## src/rtl/stt_pkg.sv

```systemverilog
// ----------------------------------------------------------------------------
// stt_pkg
// Types, token kind codes, character codes and helper functions shared by
// the tokenizer front end, run queue and token serializer.
// ----------------------------------------------------------------------------
package stt_pkg;

    localparam int KW_BITS = 40;
    localparam int QDEPTH  = 4;
    localparam int QPTR_W  = 2;
    localparam int MAX_TOK = 3;

    localparam logic [4:0] K_IDENT = 5'd0;
    localparam logic [4:0] K_IF    = 5'd1;
    localparam logic [4:0] K_ELSE  = 5'd2;
    localparam logic [4:0] K_LET   = 5'd3;
    localparam logic [4:0] K_FN    = 5'd4;
    localparam logic [4:0] K_TRUE  = 5'd5;
    localparam logic [4:0] K_FALSE = 5'd6;
    localparam logic [4:0] K_SEMI  = 5'd7;
    localparam logic [4:0] K_LPAR  = 5'd8;
    localparam logic [4:0] K_RPAR  = 5'd9;
    localparam logic [4:0] K_LBRC  = 5'd10;
    localparam logic [4:0] K_RBRC  = 5'd11;
    localparam logic [4:0] K_LBRK  = 5'd12;
    localparam logic [4:0] K_RBRK  = 5'd13;
    localparam logic [4:0] K_PLUS  = 5'd14;
    localparam logic [4:0] K_MINUS = 5'd15;
    localparam logic [4:0] K_STAR  = 5'd16;
    localparam logic [4:0] K_PCT   = 5'd17;
    localparam logic [4:0] K_SLASH = 5'd18;
    localparam logic [4:0] K_ASSIGN= 5'd19;
    localparam logic [4:0] K_EQEQ  = 5'd20;
    localparam logic [4:0] K_NOT   = 5'd21;
    localparam logic [4:0] K_NEQ   = 5'd22;
    localparam logic [4:0] K_AMP   = 5'd23;
    localparam logic [4:0] K_ANDAND= 5'd24;
    localparam logic [4:0] K_BAR   = 5'd25;
    localparam logic [4:0] K_OROR  = 5'd26;
    localparam logic [4:0] K_LT    = 5'd27;
    localparam logic [4:0] K_LE    = 5'd28;
    localparam logic [4:0] K_GT    = 5'd29;
    localparam logic [4:0] K_GE    = 5'd30;
    localparam logic [4:0] K_NONE  = 5'd0;

    localparam logic [7:0] CH_NL    = 8'h0A;
    localparam logic [7:0] CH_SPACE = 8'h20;
    localparam logic [7:0] CH_BANG  = 8'h21;
    localparam logic [7:0] CH_PCT   = 8'h25;
    localparam logic [7:0] CH_AMP   = 8'h26;
    localparam logic [7:0] CH_LPAR  = 8'h28;
    localparam logic [7:0] CH_RPAR  = 8'h29;
    localparam logic [7:0] CH_STAR  = 8'h2A;
    localparam logic [7:0] CH_PLUS  = 8'h2B;
    localparam logic [7:0] CH_MINUS = 8'h2D;
    localparam logic [7:0] CH_SLASH = 8'h2F;
    localparam logic [7:0] CH_SEMI  = 8'h3B;
    localparam logic [7:0] CH_LT    = 8'h3C;
    localparam logic [7:0] CH_EQ    = 8'h3D;
    localparam logic [7:0] CH_GT    = 8'h3E;
    localparam logic [7:0] CH_LBRK  = 8'h5B;
    localparam logic [7:0] CH_RBRK  = 8'h5D;
    localparam logic [7:0] CH_LBRC  = 8'h7B;
    localparam logic [7:0] CH_BAR   = 8'h7C;
    localparam logic [7:0] CH_RBRC  = 8'h7D;

    // keyword spellings, first character in the low byte
    localparam logic [KW_BITS-1:0] KW_IF    = 40'h00_0000_6669;
    localparam logic [KW_BITS-1:0] KW_ELSE  = 40'h00_6573_6C65;
    localparam logic [KW_BITS-1:0] KW_LET   = 40'h00_0074_656C;
    localparam logic [KW_BITS-1:0] KW_FN    = 40'h00_0000_6E66;
    localparam logic [KW_BITS-1:0] KW_TRUE  = 40'h00_6575_7254;
    localparam logic [KW_BITS-1:0] KW_FALSE = 40'h65_736C_6146;

    typedef struct packed {
        logic [7:0]  len;
        logic [15:0] col;
        logic [15:0] line;
        logic [4:0]  kind;
    } t_tok;

    typedef struct packed {
        logic [1:0]             cnt;
        t_tok [MAX_TOK-1:0]     tok;
    } t_run;

    typedef struct packed {
        logic empty;
        t_run head;
    } t_qhead;

    function automatic logic [4:0] sep_kind(input logic [7:0] a, input logic [7:0] nx);
        logic [4:0] k;
        unique case (a)
            CH_SEMI:  k = K_SEMI;
            CH_LPAR:  k = K_LPAR;
            CH_RPAR:  k = K_RPAR;
            CH_LBRC:  k = K_LBRC;
            CH_RBRC:  k = K_RBRC;
            CH_LBRK:  k = K_LBRK;
            CH_RBRK:  k = K_RBRK;
            CH_PLUS:  k = K_PLUS;
            CH_MINUS: k = K_MINUS;
            CH_STAR:  k = K_STAR;
            CH_PCT:   k = K_PCT;
            CH_SLASH: k = K_SLASH;
            CH_EQ:    k = (nx == CH_EQ)  ? K_EQEQ   : K_ASSIGN;
            CH_BANG:  k = (nx == CH_EQ)  ? K_NEQ    : K_NOT;
            CH_AMP:   k = (nx == CH_AMP) ? K_ANDAND : K_AMP;
            CH_BAR:   k = (nx == CH_BAR) ? K_OROR   : K_BAR;
            CH_LT:    k = (nx == CH_EQ)  ? K_LE     : K_LT;
            CH_GT:    k = (nx == CH_EQ)  ? K_GE     : K_GT;
            default:  k = K_NONE;
        endcase
        return k;
    endfunction

    function automatic logic is_pair(input logic [4:0] k);
        return (k == K_EQEQ) || (k == K_NEQ) || (k == K_ANDAND) ||
               (k == K_OROR) || (k == K_LE) || (k == K_GE);
    endfunction

    function automatic logic [4:0] kw_kind(input logic [7:0] wc,
                                           input logic [KW_BITS-1:0] p);
        logic [4:0] k;
        priority if (wc == 8'd2 && p == KW_IF)    k = K_IF;
        else if     (wc == 8'd4 && p == KW_ELSE)  k = K_ELSE;
        else if     (wc == 8'd3 && p == KW_LET)   k = K_LET;
        else if     (wc == 8'd2 && p == KW_FN)    k = K_FN;
        else if     (wc == 8'd4 && p == KW_TRUE)  k = K_TRUE;
        else if     (wc == 8'd5 && p == KW_FALSE) k = K_FALSE;
        else                                      k = K_IDENT;
        return k;
    endfunction

endpackage

```

## src/rtl/source_text_tokenizer.sv

```systemverilog
// ----------------------------------------------------------------------------
// source_text_tokenizer
// Streaming lexical tokenizer: bytes in, word/keyword/operator tokens out.
// Accepts one byte per cycle while the 4-run queue has room; the tokens that
// an accepted byte completes are registered in the queue as one run and leave
// one token per cycle while the output is ready (at most 3 per byte).
// A word's tokens wait for the byte that ends it (one byte of lookahead).
// Synchronous active-low reset clears lookahead, counters and queue.
// ----------------------------------------------------------------------------
module source_text_tokenizer #(
    parameter int MAX_WORD_LEN  = 255,
    parameter int KEYWORD_CHARS = 5,
    parameter int POSITION_BITS = 16
) (
    input  logic        i_clk,
    input  logic        i_rst_n,
    input  logic        i_s_tvalid,
    output logic        o_s_tready,
    input  logic [7:0]  i_s_tdata,   // [7:0] text_byte
    input  logic        i_s_tlast,   // end_of_text
    output logic        o_m_tvalid,
    input  logic        i_m_tready,
    output logic [47:0] o_m_tdata,   // [4:0] token_kind, [20:5] line_number,
                                     // [36:21] column_number, [44:37] word_length
    output logic        o_m_tlast    // last_of_run
);
    import stt_pkg::*;

    logic   full, push, pop;
    t_run   run;
    t_qhead head;
    t_tok   tok;

    stt_front #(
        .MAX_WORD_LEN  (MAX_WORD_LEN),
        .KEYWORD_CHARS (KEYWORD_CHARS),
        .POSITION_BITS (POSITION_BITS)
    ) u_front (
        .i_clk   (i_clk),
        .i_rst_n (i_rst_n),
        .i_valid (i_s_tvalid),
        .o_ready (o_s_tready),
        .i_byte  (i_s_tdata),
        .i_last  (i_s_tlast),
        .i_full  (full),
        .o_push  (push),
        .o_run   (run)
    );

    stt_queue u_queue (
        .i_clk   (i_clk),
        .i_rst_n (i_rst_n),
        .i_push  (push),
        .i_run   (run),
        .o_full  (full),
        .i_pop   (pop),
        .o_head  (head)
    );

    stt_back u_back (
        .i_clk   (i_clk),
        .i_rst_n (i_rst_n),
        .i_head  (head),
        .o_pop   (pop),
        .o_valid (o_m_tvalid),
        .i_ready (i_m_tready),
        .o_tok   (tok),
        .o_last  (o_m_tlast)
    );

    assign o_m_tdata = {3'b000, tok.len, tok.col, tok.line, tok.kind};

endmodule

```

## src/rtl/stt_front.sv

```systemverilog
// ----------------------------------------------------------------------------
// stt_front
// Lookahead, line/column/word counters and classification. Turns each accepted
// byte into a run of up to three tokens and pushes the run when it is not empty.
// ----------------------------------------------------------------------------
module stt_front #(
    parameter int MAX_WORD_LEN  = 255,
    parameter int KEYWORD_CHARS = 5,
    parameter int POSITION_BITS = 16
) (
    input  logic          i_clk,
    input  logic          i_rst_n,
    input  logic          i_valid,
    output logic          o_ready,
    input  logic [7:0]    i_byte,
    input  logic          i_last,
    input  logic          i_full,
    output logic          o_push,
    output stt_pkg::t_run o_run
);
    import stt_pkg::*;

    localparam int POS_W  = (POSITION_BITS < 16) ? POSITION_BITS : 16;
    localparam int PREF_W = 8 * KEYWORD_CHARS;
    localparam logic [7:0] WORD_CAP = 8'((MAX_WORD_LEN < 255) ? MAX_WORD_LEN : 255);
    localparam logic [7:0] KW_LIM   = 8'(KEYWORD_CHARS);

    logic [7:0]       r_la;
    logic             r_la_valid;
    logic             r_skip;
    logic [POS_W-1:0] r_line;
    logic [POS_W-1:0] r_col;
    logic [7:0]       r_wc;
    logic [PREF_W-1:0] r_pref;

    logic [POS_W-1:0]  line, col;
    logic [7:0]        wc;
    logic [PREF_W-1:0] pref;
    logic              skip;
    logic [1:0]        n;
    t_run              run;
    logic [4:0]        kind_a, kind_b;
    logic              accept;

    function automatic logic [POS_W-1:0] pos_inc(input logic [POS_W-1:0] v);
        return (&v) ? v : v + 1'b1;
    endfunction

    function automatic t_tok mk_tok(input logic [4:0] k, input logic [7:0] len,
                                    input logic [POS_W-1:0] l,
                                    input logic [POS_W-1:0] c);
        t_tok t;
        t.kind = k;
        t.len  = len;
        t.line = 16'(l);
        t.col  = 16'(c);
        return t;
    endfunction

    function automatic logic [PREF_W-1:0] add_pref(input logic [PREF_W-1:0] p,
                                                   input logic [7:0] w,
                                                   input logic [7:0] c);
        logic [PREF_W-1:0] q;
        q = p;
        for (int j = 0; j < KEYWORD_CHARS; j++) begin
            if (w == 8'(j) && w < KW_LIM) begin
                q[8*j +: 8] = c;
            end
        end
        return q;
    endfunction

    always_comb begin
        line   = r_line;
        col    = r_col;
        wc     = r_wc;
        pref   = r_pref;
        skip   = r_skip;
        n      = 2'd0;
        run    = '0;
        kind_a = sep_kind(r_la, i_byte);
        kind_b = sep_kind(i_byte, CH_SPACE);

        if (r_la_valid) begin
            if (r_skip) begin
                skip = 1'b0;
            end else begin
                if (kind_a != K_NONE || r_la == CH_SPACE || r_la == CH_NL) begin
                    if (wc != 8'd0) begin
                        run.tok[n] = mk_tok(kw_kind(wc, pref[KW_BITS-1:0]), wc, line, col);
                        n    = n + 2'd1;
                        wc   = '0;
                        pref = '0;
                    end
                end
                if (kind_a != K_NONE) begin
                    if (is_pair(kind_a)) begin
                        col  = pos_inc(col);
                        skip = 1'b1;
                    end
                    run.tok[n] = mk_tok(kind_a, is_pair(kind_a) ? 8'd2 : 8'd1, line, col);
                    n = n + 2'd1;
                end else if (r_la == CH_NL) begin
                    line = pos_inc(line);
                    col  = '0;
                end else if (r_la != CH_SPACE) begin
                    pref = add_pref(pref, wc, r_la);
                    wc   = (wc < WORD_CAP) ? wc + 8'd1 : wc;
                end
                col = pos_inc(col);
            end
        end

        if (i_last && !skip) begin
            if (kind_b == K_NONE && i_byte != CH_SPACE && i_byte != CH_NL) begin
                pref = add_pref(pref, wc, i_byte);
                wc   = (wc < WORD_CAP) ? wc + 8'd1 : wc;
            end
            if (wc != 8'd0) begin
                run.tok[n] = mk_tok(kw_kind(wc, pref[KW_BITS-1:0]), wc, line, col);
                n = n + 2'd1;
            end
            if (kind_b != K_NONE) begin
                run.tok[n] = mk_tok(kind_b, 8'd1, line, col);
                n = n + 2'd1;
            end
        end
        run.cnt = n;
    end

    assign accept  = i_valid && !i_full;
    assign o_ready = !i_full;
    assign o_push  = accept && (n != 2'd0);
    assign o_run   = run;

    always_ff @(posedge i_clk) begin
        if (!i_rst_n) begin
            r_la       <= '0;
            r_la_valid <= 1'b0;
            r_skip     <= 1'b0;
            r_line     <= '0;
            r_col      <= '0;
            r_wc       <= '0;
            r_pref     <= '0;
        end else if (accept) begin
            if (i_last) begin
                r_la       <= '0;
                r_la_valid <= 1'b0;
                r_skip     <= 1'b0;
                r_line     <= '0;
                r_col      <= '0;
                r_wc       <= '0;
                r_pref     <= '0;
            end else begin
                r_la       <= i_byte;
                r_la_valid <= 1'b1;
                r_skip     <= skip;
                r_line     <= line;
                r_col      <= col;
                r_wc       <= wc;
                r_pref     <= pref;
            end
        end
    end

endmodule

```

## src/rtl/stt_queue.sv

```systemverilog
// ----------------------------------------------------------------------------
// stt_queue
// Short queue of token runs between the front end and the serializer.
// ----------------------------------------------------------------------------
module stt_queue (
    input  logic            i_clk,
    input  logic            i_rst_n,
    input  logic            i_push,
    input  stt_pkg::t_run   i_run,
    output logic            o_full,
    input  logic            i_pop,
    output stt_pkg::t_qhead o_head
);
    import stt_pkg::*;

    t_run              r_mem [QDEPTH];
    logic [QPTR_W-1:0] r_wr;
    logic [QPTR_W-1:0] r_rd;
    logic [QPTR_W:0]   r_cnt;
    logic              pop;

    assign o_full      = (r_cnt == (QPTR_W+1)'(QDEPTH));
    assign o_head.empty = (r_cnt == '0);
    assign o_head.head  = r_mem[r_rd];
    assign pop          = i_pop && (r_cnt != '0);

    always_ff @(posedge i_clk) begin
        if (i_push) begin
            r_mem[r_wr] <= i_run;
        end
    end

    always_ff @(posedge i_clk) begin
        if (!i_rst_n) begin
            r_wr  <= '0;
            r_rd  <= '0;
            r_cnt <= '0;
        end else begin
            if (i_push) begin
                r_wr <= r_wr + 1'b1;
            end
            if (pop) begin
                r_rd <= r_rd + 1'b1;
            end
            unique case ({i_push, pop})
                2'b10:   r_cnt <= r_cnt + 1'b1;
                2'b01:   r_cnt <= r_cnt - 1'b1;
                default: r_cnt <= r_cnt;
            endcase
        end
    end

endmodule

```

## src/rtl/stt_back.sv

```systemverilog
// ----------------------------------------------------------------------------
// stt_back
// Token serializer: walks the head run one token per cycle, while the output
// is ready, onto the output stream and marks the run's final token.
// ----------------------------------------------------------------------------
module stt_back (
    input  logic            i_clk,
    input  logic            i_rst_n,
    input  stt_pkg::t_qhead i_head,
    output logic            o_pop,
    output logic            o_valid,
    input  logic            i_ready,
    output stt_pkg::t_tok   o_tok,
    output logic            o_last
);
    import stt_pkg::*;

    logic [1:0] r_idx;
    logic [1:0] n_idx;
    logic       fire;

    assign o_valid = !i_head.empty;
    assign o_tok   = i_head.head.tok[r_idx];
    assign o_last  = (r_idx == 2'(i_head.head.cnt - 2'd1));
    assign fire    = o_valid && i_ready;
    assign o_pop   = fire && o_last;

    always_comb begin
        n_idx = r_idx;
        if (fire) begin
            n_idx = o_last ? 2'd0 : r_idx + 2'd1;
        end
    end

    always_ff @(posedge i_clk) begin
        if (!i_rst_n) begin
            r_idx <= 2'd0;
        end else begin
            r_idx <= n_idx;
        end
    end

endmodule
```

## config.mk

```make
export PLATFORM = sky130hd
export DESIGN_NAME = source_text_tokenizer
export DESIGN_NICKNAME = d
export VERILOG_FILES = /design/src/rtl/stt_pkg.sv /design/src/rtl/source_text_tokenizer.sv /design/src/rtl/stt_front.sv /design/src/rtl/stt_queue.sv /design/src/rtl/stt_back.sv
export SDC_FILE = /design/constraint.sdc
export NUM_CORES = 1
export LEC_CHECK = 0
export ABC_AREA = 1
export BUFFER_PORTS_ARGS = -buffer_cell sky130_fd_sc_hd__buf_4
export CAP_MARGIN = 5
export CELL_PAD_IN_SITES_DETAIL_PLACEMENT = 1
export CELL_PAD_IN_SITES_GLOBAL_PLACEMENT = 2
export CORE_ASPECT_RATIO = 0.7
export CORE_MARGIN = 3
export CORE_UTILIZATION = 40
export CTS_BUF_LIST = sky130_fd_sc_hd__clkbuf_4 sky130_fd_sc_hd__clkbuf_8
export DETAILED_ROUTE_END_ITERATION = 8
export PLACE_DENSITY = 0.76
export SYNTH_ARGS = -nofsm -noshare
export SYNTH_HDL_FRONTEND = slang
export SYNTH_SLANG_ARGS = --single-unit
export TNS_END_PERCENT = 30
```

## constraint.sdc

```tcl
create_clock -name i_clk -period 14.7 [get_ports i_clk]
set_input_delay 2.205 -clock i_clk [delete_from_list [all_inputs] [get_ports i_clk]]
set_output_delay 2.205 -clock i_clk [all_outputs]
set_load 0.01 [all_outputs]
```

# After elaboration in Yosys (flattened, before gate mapping)
# Memory sizes are Yosys's and may differ from the RTL's. A register that Yosys moved wholly into a read port is not among the register bits.
# Index checks and enable logic that the tools add are counted.
# op_classes
add_sub_neg	14
magnitude_cmp	11
n_eq_ne	79
muxes	124
reduce_logical	57
# ops
operator	n
135-bit two-way mux	7
40-bit two-way mux	11
135-bit bitwise mux	3
45-bit two-way mux	8
16-bit two-way mux	19
45-bit demux with 2-bit select	3
8-bit by 6-bit == test with 1-bit output (second input constant)	27
8-bit two-way mux	26
5-bit case mux with 18 select lines	2
40-bit by 15-bit == test with 1-bit output (second input constant)	4
40-bit by 31-bit == test with 1-bit output (second input constant)	4
45-bit binary-select mux with 2-bit select	1
40-bit by 23-bit == test with 1-bit output (second input constant)	2
40-bit by 39-bit == test with 1-bit output (second input constant)	2
8-bit by 7-bit == test with 1-bit output (second input constant)	10
8-bit by 2-bit == test with 1-bit output (second input constant)	8
5-bit two-way mux	12
16-bit by 1-bit adder with 16-bit output (second input constant)	3
8-bit by 3-bit == test with 1-bit output (second input constant)	6
16-bit AND reduction	3
2-bit two-way mux	17
1-bit logical AND	33
5-bit == test (second input constant)	6
8-bit by 1-bit adder with 8-bit output (second input constant)	2
29 further kinds	66
# word_totals
ff_bits	99
ramBits	548
input_bits	13
elab_cells	297
memories	1
# memory_table
name	depth	width	read_ports	rd_clocked_by_memory_dff	write_ports	line_no	source
u_queue.r_mem	4	137	1	1	1	stt_queue.sv:16	t_run r_mem [QDEPTH];

# Logic depth before layout (Yosys ltp)
# depth
word_depth	37
ltp_mapped	41
depth_no_buf	40

# Modules after synthesis
# From an unflattened synthesis, not the netlist that was laid out.
# unflattened
cells_unflattened	3821
hier_area_um2	34083.9
# by_module_without_submodules
mod	instances	cells_per_inst	area_each_um2	seq_area_each_um2
stt_queue	1	1392	20769.9	16636.0
stt_front	1	2194	12082.8	1801.7
stt_back	1	231	1204.9	40.0
source_text_tokenizer	1	4	26.3	0.0

# Worst setup path before layout
# OpenSTA, ideal clock, no wires.
# synth_path
path_type	in2reg
from	input i_s_tdata[0]
to	memory u_queue.r_mem[0][0] (netlist name), enable pin
setup_time_ps	636
arrival_time_ps	11130
t_required_ps	14064
slack_ps	2934
stages	30
n_path_buf	2
cell_sequence	buf_2 -> inv_1 -> nor2_1 -> nand2_1 -> nor2_2 -> inv_2 -> nand2_1 -> nor3_1 -> nand2_1 -> inv_1 -> nand2_1 -> inv_2 -> nand2_2 -> inv_1 -> buf_2 -> nand2_1 -> nand2_1 -> nand2_1 -> nand3_1 -> nor2_4 -> nand2_4 -> nand2_1 -> nand2_1 -> ha_1 -> or2_2 -> nand3_1 -> nand2_1 -> nand2_2 -> nand2_1 -> nor2_1
# synth_between
elab_chain_len	30
word_cells_on_any_way	86
cone_classes	5 x add/sub; 2 x order compare; 26 x eq/ne; 36 x mux; 17 x reduce/logical
# synth_rtl
item	line_no	source
start, declared	source_text_tokenizer.sv:19	input logic [7:0] i_s_tdata,
8-bit by 6-bit == test with 1-bit output (tied with other cells)	--	
2-bit two-way mux (tied with other cells)	stt_pkg.sv:108, stt_pkg.sv:112	
5-bit case mux with 18 select lines	stt_pkg.sv:94	unique case (a)
5-bit nonzero test	stt_front.sv:88, stt_front.sv:96	
1-bit logical OR (2 in a row)	stt_front.sv:88	if (kind_a != K_NONE || r_la == CH_SPACE || r_la == CH_NL) begin
8-bit two-way mux	stt_front.sv:88	
8-bit two-way mux	stt_front.sv:85	if (r_skip) begin
8-bit two-way mux	stt_front.sv:84	if (r_la_valid) begin
(+13 left out)	--	
2-bit two-way mux	stt_front.sv:114	if (i_last && !skip) begin
2-bit by 1-bit adder with 2-bit output	stt_front.sv:125	n = n + 2'd1;
2-bit two-way mux	stt_front.sv:123	if (kind_b != K_NONE) begin
2-bit two-way mux (*)	stt_front.sv:114	
2-bit nonzero test (*)	stt_front.sv:133	assign o_push = accept && (n != 2'd0);
1-bit logical AND (*)	stt_front.sv:133	
1-bit two-way mux (*)	stt_queue.sv:28	if (i_push) begin
1-bit two-way mux (implied by the code) (*)	stt_queue.sv:29	r_mem[r_wr] <= i_run;
end, declared	stt_queue.sv:16	
# Every way passes the cells marked *; elsewhere a longest branch is shown, timed or not. The select of a mux whose other input is x is not followed.

# Worst setup path after layout
# layout_path
from	register u_front.r_la[0]
to	memory u_queue.r_mem[0][74] (netlist name), enable pin
# layout_between
elab_chain_len	29
word_cells_on_any_way	76
cone_classes	5 x add/sub; 2 x order compare; 27 x eq/ne; 29 x mux; 13 x reduce/logical
# layout_rtl
item	line_no	source
start, declared	stt_front.sv:28	logic [7:0] r_la;
start signal, assigned	stt_front.sv:155	r_la <= i_byte;
8-bit by 6-bit == test with 1-bit output or 8-bit by 7-bit == test with 1-bit output (tied branches)	stt_pkg.sv:94	
5-bit case mux with 18 select lines	stt_pkg.sv:94	
5-bit nonzero test	stt_front.sv:88, stt_front.sv:96	
1-bit logical OR (2 in a row)	stt_front.sv:88	
8-bit two-way mux	stt_front.sv:88	
8-bit two-way mux	stt_front.sv:85	
8-bit two-way mux	stt_front.sv:84	
8-bit by 1-bit adder with 8-bit output or 8-bit less-than comparator (tied branches)	stt_front.sv:108	wc = (wc < WORD_CAP) ? wc + 8'd1 : wc;
(+12 left out)	--	
2-bit two-way mux	stt_front.sv:114	
2-bit by 1-bit adder with 2-bit output	stt_front.sv:125	
2-bit two-way mux	stt_front.sv:123	
2-bit two-way mux (*)	stt_front.sv:114	
2-bit nonzero test (*)	stt_front.sv:133	
1-bit logical AND (*)	stt_front.sv:133	
1-bit two-way mux (*)	stt_queue.sv:28	
1-bit two-way mux (implied by the code) (*)	stt_queue.sv:29	
# Marks and branches as above.

==> results.cfg <==
[status]
status = complete, no violations

[job]
max_cap_violations = 0

[drt]
via_per_inst = 5.943
drtIter0Drc = 3033
wire_per_inst_um = 27.41
ant_nets = 0
drt-total-wl_mm = 134.1
firstDrtPassIters = 5
drc = 0
vias = 29070

[timing]
setup_viol = 0
setup_total_negative_slack_ns = 0
finalHoldViolations = 0
min_period_over_period_pct = 53.15
skew_ns = 0.08508
worstMarginPinSlew_ns = 1.377
period_minus_slack_ns = 7.814
rsz0062_at_grt = no
final_max_slew_viol_count = 0
max_slew_margin_pct = 7.491
fmax_mhz = 128.0

[final_layout]
drive_gt1_share_pct = 11.00
multi_input_area_um2 = 12990
nFillCells = 9479
fin_nets = 3725
post-route-cell-area_um2 = 36720
area_growth_pct = 9.696
regArea_um2 = 18490

[yosys]
synthXorXnorAreaFrac_pct = 0.7326
synth_cells = 3714
synth.distinct_cells = 64
syn_area_um2 = 33470
synth_compound_area_share_pct = 15.08
ys_warn_count = 0
netlist.top_cell.by_area = edfxtp_1
synthMuxAreaShare_pct = 0.2355
yosys-top-cells-count = nand2_1, edfxtp_1, nor2_1
synth-simple-area-share_pct = 21.72
ys_seq_area_share_pct = 55.20
synth_top_cell_area_share_pct = 49.16
ys.flop_type = edfxtp_1
ys_ff_latch = 649
yosys-top-cells-area = edfxtp_1, nand2_1, nor2_1
synth_top_family_by_area = simple AND/OR/NAND/NOR gates
post-synth-top-count-cell = nand2_1
async_flop_share_pct = 0
synth_edf_count = 548
synth-adder-area-share_pct = 0.8074
avgSynthCellArea_um2 = 9.013

[setup_path]
crit_top_cell = nand2_1
critical_path_class = reg2reg
critPathArrivalTime_ns = 8.17
critPathCaptureType = flop
reg2regPathDepth = 33
worstPathMaxFanout = 137
r2r-start = u_front.r_la[0]
ff2ff_setup_slack_ns = 6.89
slowest_delay_ns = 0.60
crit_required_ns = 15.06
worstReg2RegEnd = u_queue.r_mem[0][74]
critPathLaunchType = flop
slowest_stage = buf_12

[floorplanning]
die_area_um2 = 87250
io_pins = 64
die_h_um = 248.0
die_x_um = 351.8
core-area_um2 = 82690
start_util_pct = 40.48
rows = 88

[clocking]
clockBufferDepth = 3
htree_levels = 3
cts_resized = 0
numCtsBuffers = 101
clk_latency_ns = 0.80
postCtsSetupBuffers = 0
cts_tree = yes
cts.sinks = 649
cts-root-buf = clkbuf_8
clkTransAtPathRegs_ns = 0.06
cts_hold_buffers = 0

[global_route]
grt_overflow_total = 0
grt_pass1_vias = 28500
grt_first_pass_wirelength_mm = 194.1
antenna_found_initial = 4
grt_usage_pct = 30.40
grt_max_degree = 138

[power_and_ir_drop]
vdd_drop_max_v = 0.00009513
leakage_nw = 13.09
power_density_nw_per_um2 = 120.6

[hold_path]
min_to = u_queue.r_cnt[0]
min_path_type = reg2reg
hp-start = u_queue.r_cnt[0]
hold_depth = 1

[place]
io_buffers = 60
place_hpwl_mm = 91.19
place_area_um2 = 34770
gp_congestion = 0.9452
[cell type report]
cell class | instances | area share (%)
Antenna cell | 2 | 0.01363
Clock buffer | 136 | 4.535
Clock inverter | 40 | 0.7530
Inverter | 285 | 2.944
Multi-Input combinational cell | 2553 | 35.38
Sequential cell | 649 | 50.35
Tap cell | 1125 | 3.833
Timing Repair Buffer | 101 | 2.191
[layout by cell type (no fill, tap or decap), types with 24 or more instances in the layout]
master      n
nand2_1   650
edfxtp_1  548
nor2_1    538
o21ai_0   368
inv_1     243
nand3_1   206
a21oi_1   114
o22ai_1   109
clkbuf_8  103
dfxtp_1    98
buf_4      96
nand4_1    88
o221ai_1   74
o211ai_1   52
o21ai_1    50
nor3_1     48
inv_2      36
clkbuf_4   33
a32o_1     26
xor2_1     24
[metal layers]
| layer | share of wire [%] | vias up | wire length, um | track usage, % |
|---|---|---|---|---|
| li1 | - | 13040 | - | - |
| met4 | 1.5 | 2 | 2020 | 5.843 |
| met1 | 49 | 14840 | 65740 | 46.92 |
| met5 | 0.0067 | - | 9 | 0 |
| met3 | 11 | 123 | 14990 | 11.64 |
| met2 | 38 | 1061 | 51310 | 39.83 |
[worst max-delay path by stage]
stage                    startpoint               endpoint  slack, ns  cells after the start
finish              u_front.r_la[0]   u_queue.r_mem[0][74]       6.89                     33
global route           i_s_tdata[0]   u_queue.r_mem[0][44]       6.60                     31
CTS                 u_front.r_la[0]   u_queue.r_mem[3][41]       7.14                     33
detailed placement     i_s_tdata[0]  u_queue.r_mem[3][120]       6.39                     31
global placement       i_s_tdata[0]  u_queue.r_mem[0][120]       6.54                     31
floorplan              i_s_tdata[0]    u_queue.r_mem[0][0]       2.93                     30
[cells by family after synthesis]
kind of cell,count (synthesis)
and+or+nand+nor,1652
AOI/OAI and AO/OA,843
DFF,649
buffers and inverters,514
xor gates and xnor gates,28
adders and majority gates,21
muxes,6
other,1
[power by group]
part	leakage [nW]	internal [W]	total [W]	switching [W]
Clock	1.04	0.000775	0.00152	0.000749
Combinational	5.89	0.000226	0.000803	0.000577
Sequential	6.16	0.00206	0.00210	0.0000384
Total	13.1	0.00307	0.00443	0.00136
[stage by stage]
| step | setup WS, ns | instances | total power (W) | hold slack [ns] | utilization [%] |
|---|---|---|---|---|---|
| after floorplan | 2.934 | 3716 | 0.002590 | 0.4226 | - |
| after global placement | 6.543 | 4712 | 0.002912 | 0.4335 | 42.05 |
| after global routing | 6.599 | 4891 | 0.004615 | 0.4908 | 44.41 |
| final | 6.886 | 4891 | 0.004430 | 0.4668 | 44.41 |
| after detailed placement | 6.391 | 4713 | 0.002933 | 0.4523 | 42.05 |
| after CTS | 7.139 | 4889 | 0.004456 | 0.4653 | 44.40 |
[registers in the layout, summed over array words and instances, names as in the netlist, 2 cells and up, named ones only]
signal          flops
u_queue.r_mem     548
u_front.r_pref     40
u_front.r_col      16
u_front.r_line     16
u_front.r_la        8
u_front.r_wc        8
u_queue.r_cnt       3
u_back.r_idx        2
u_queue.r_rd        2
u_queue.r_wr        2
[worst max-delay path: cells and delay by family (launching register included)]
kind / cells / cell delay (ns)
simple gates: 28 / 4.65
buf+inv: 3 / 1.15
fa+ha+maj: 2 / 0.60
flops: 1 / 0.59
Note: power is estimated with default switching activity, not from simulation.
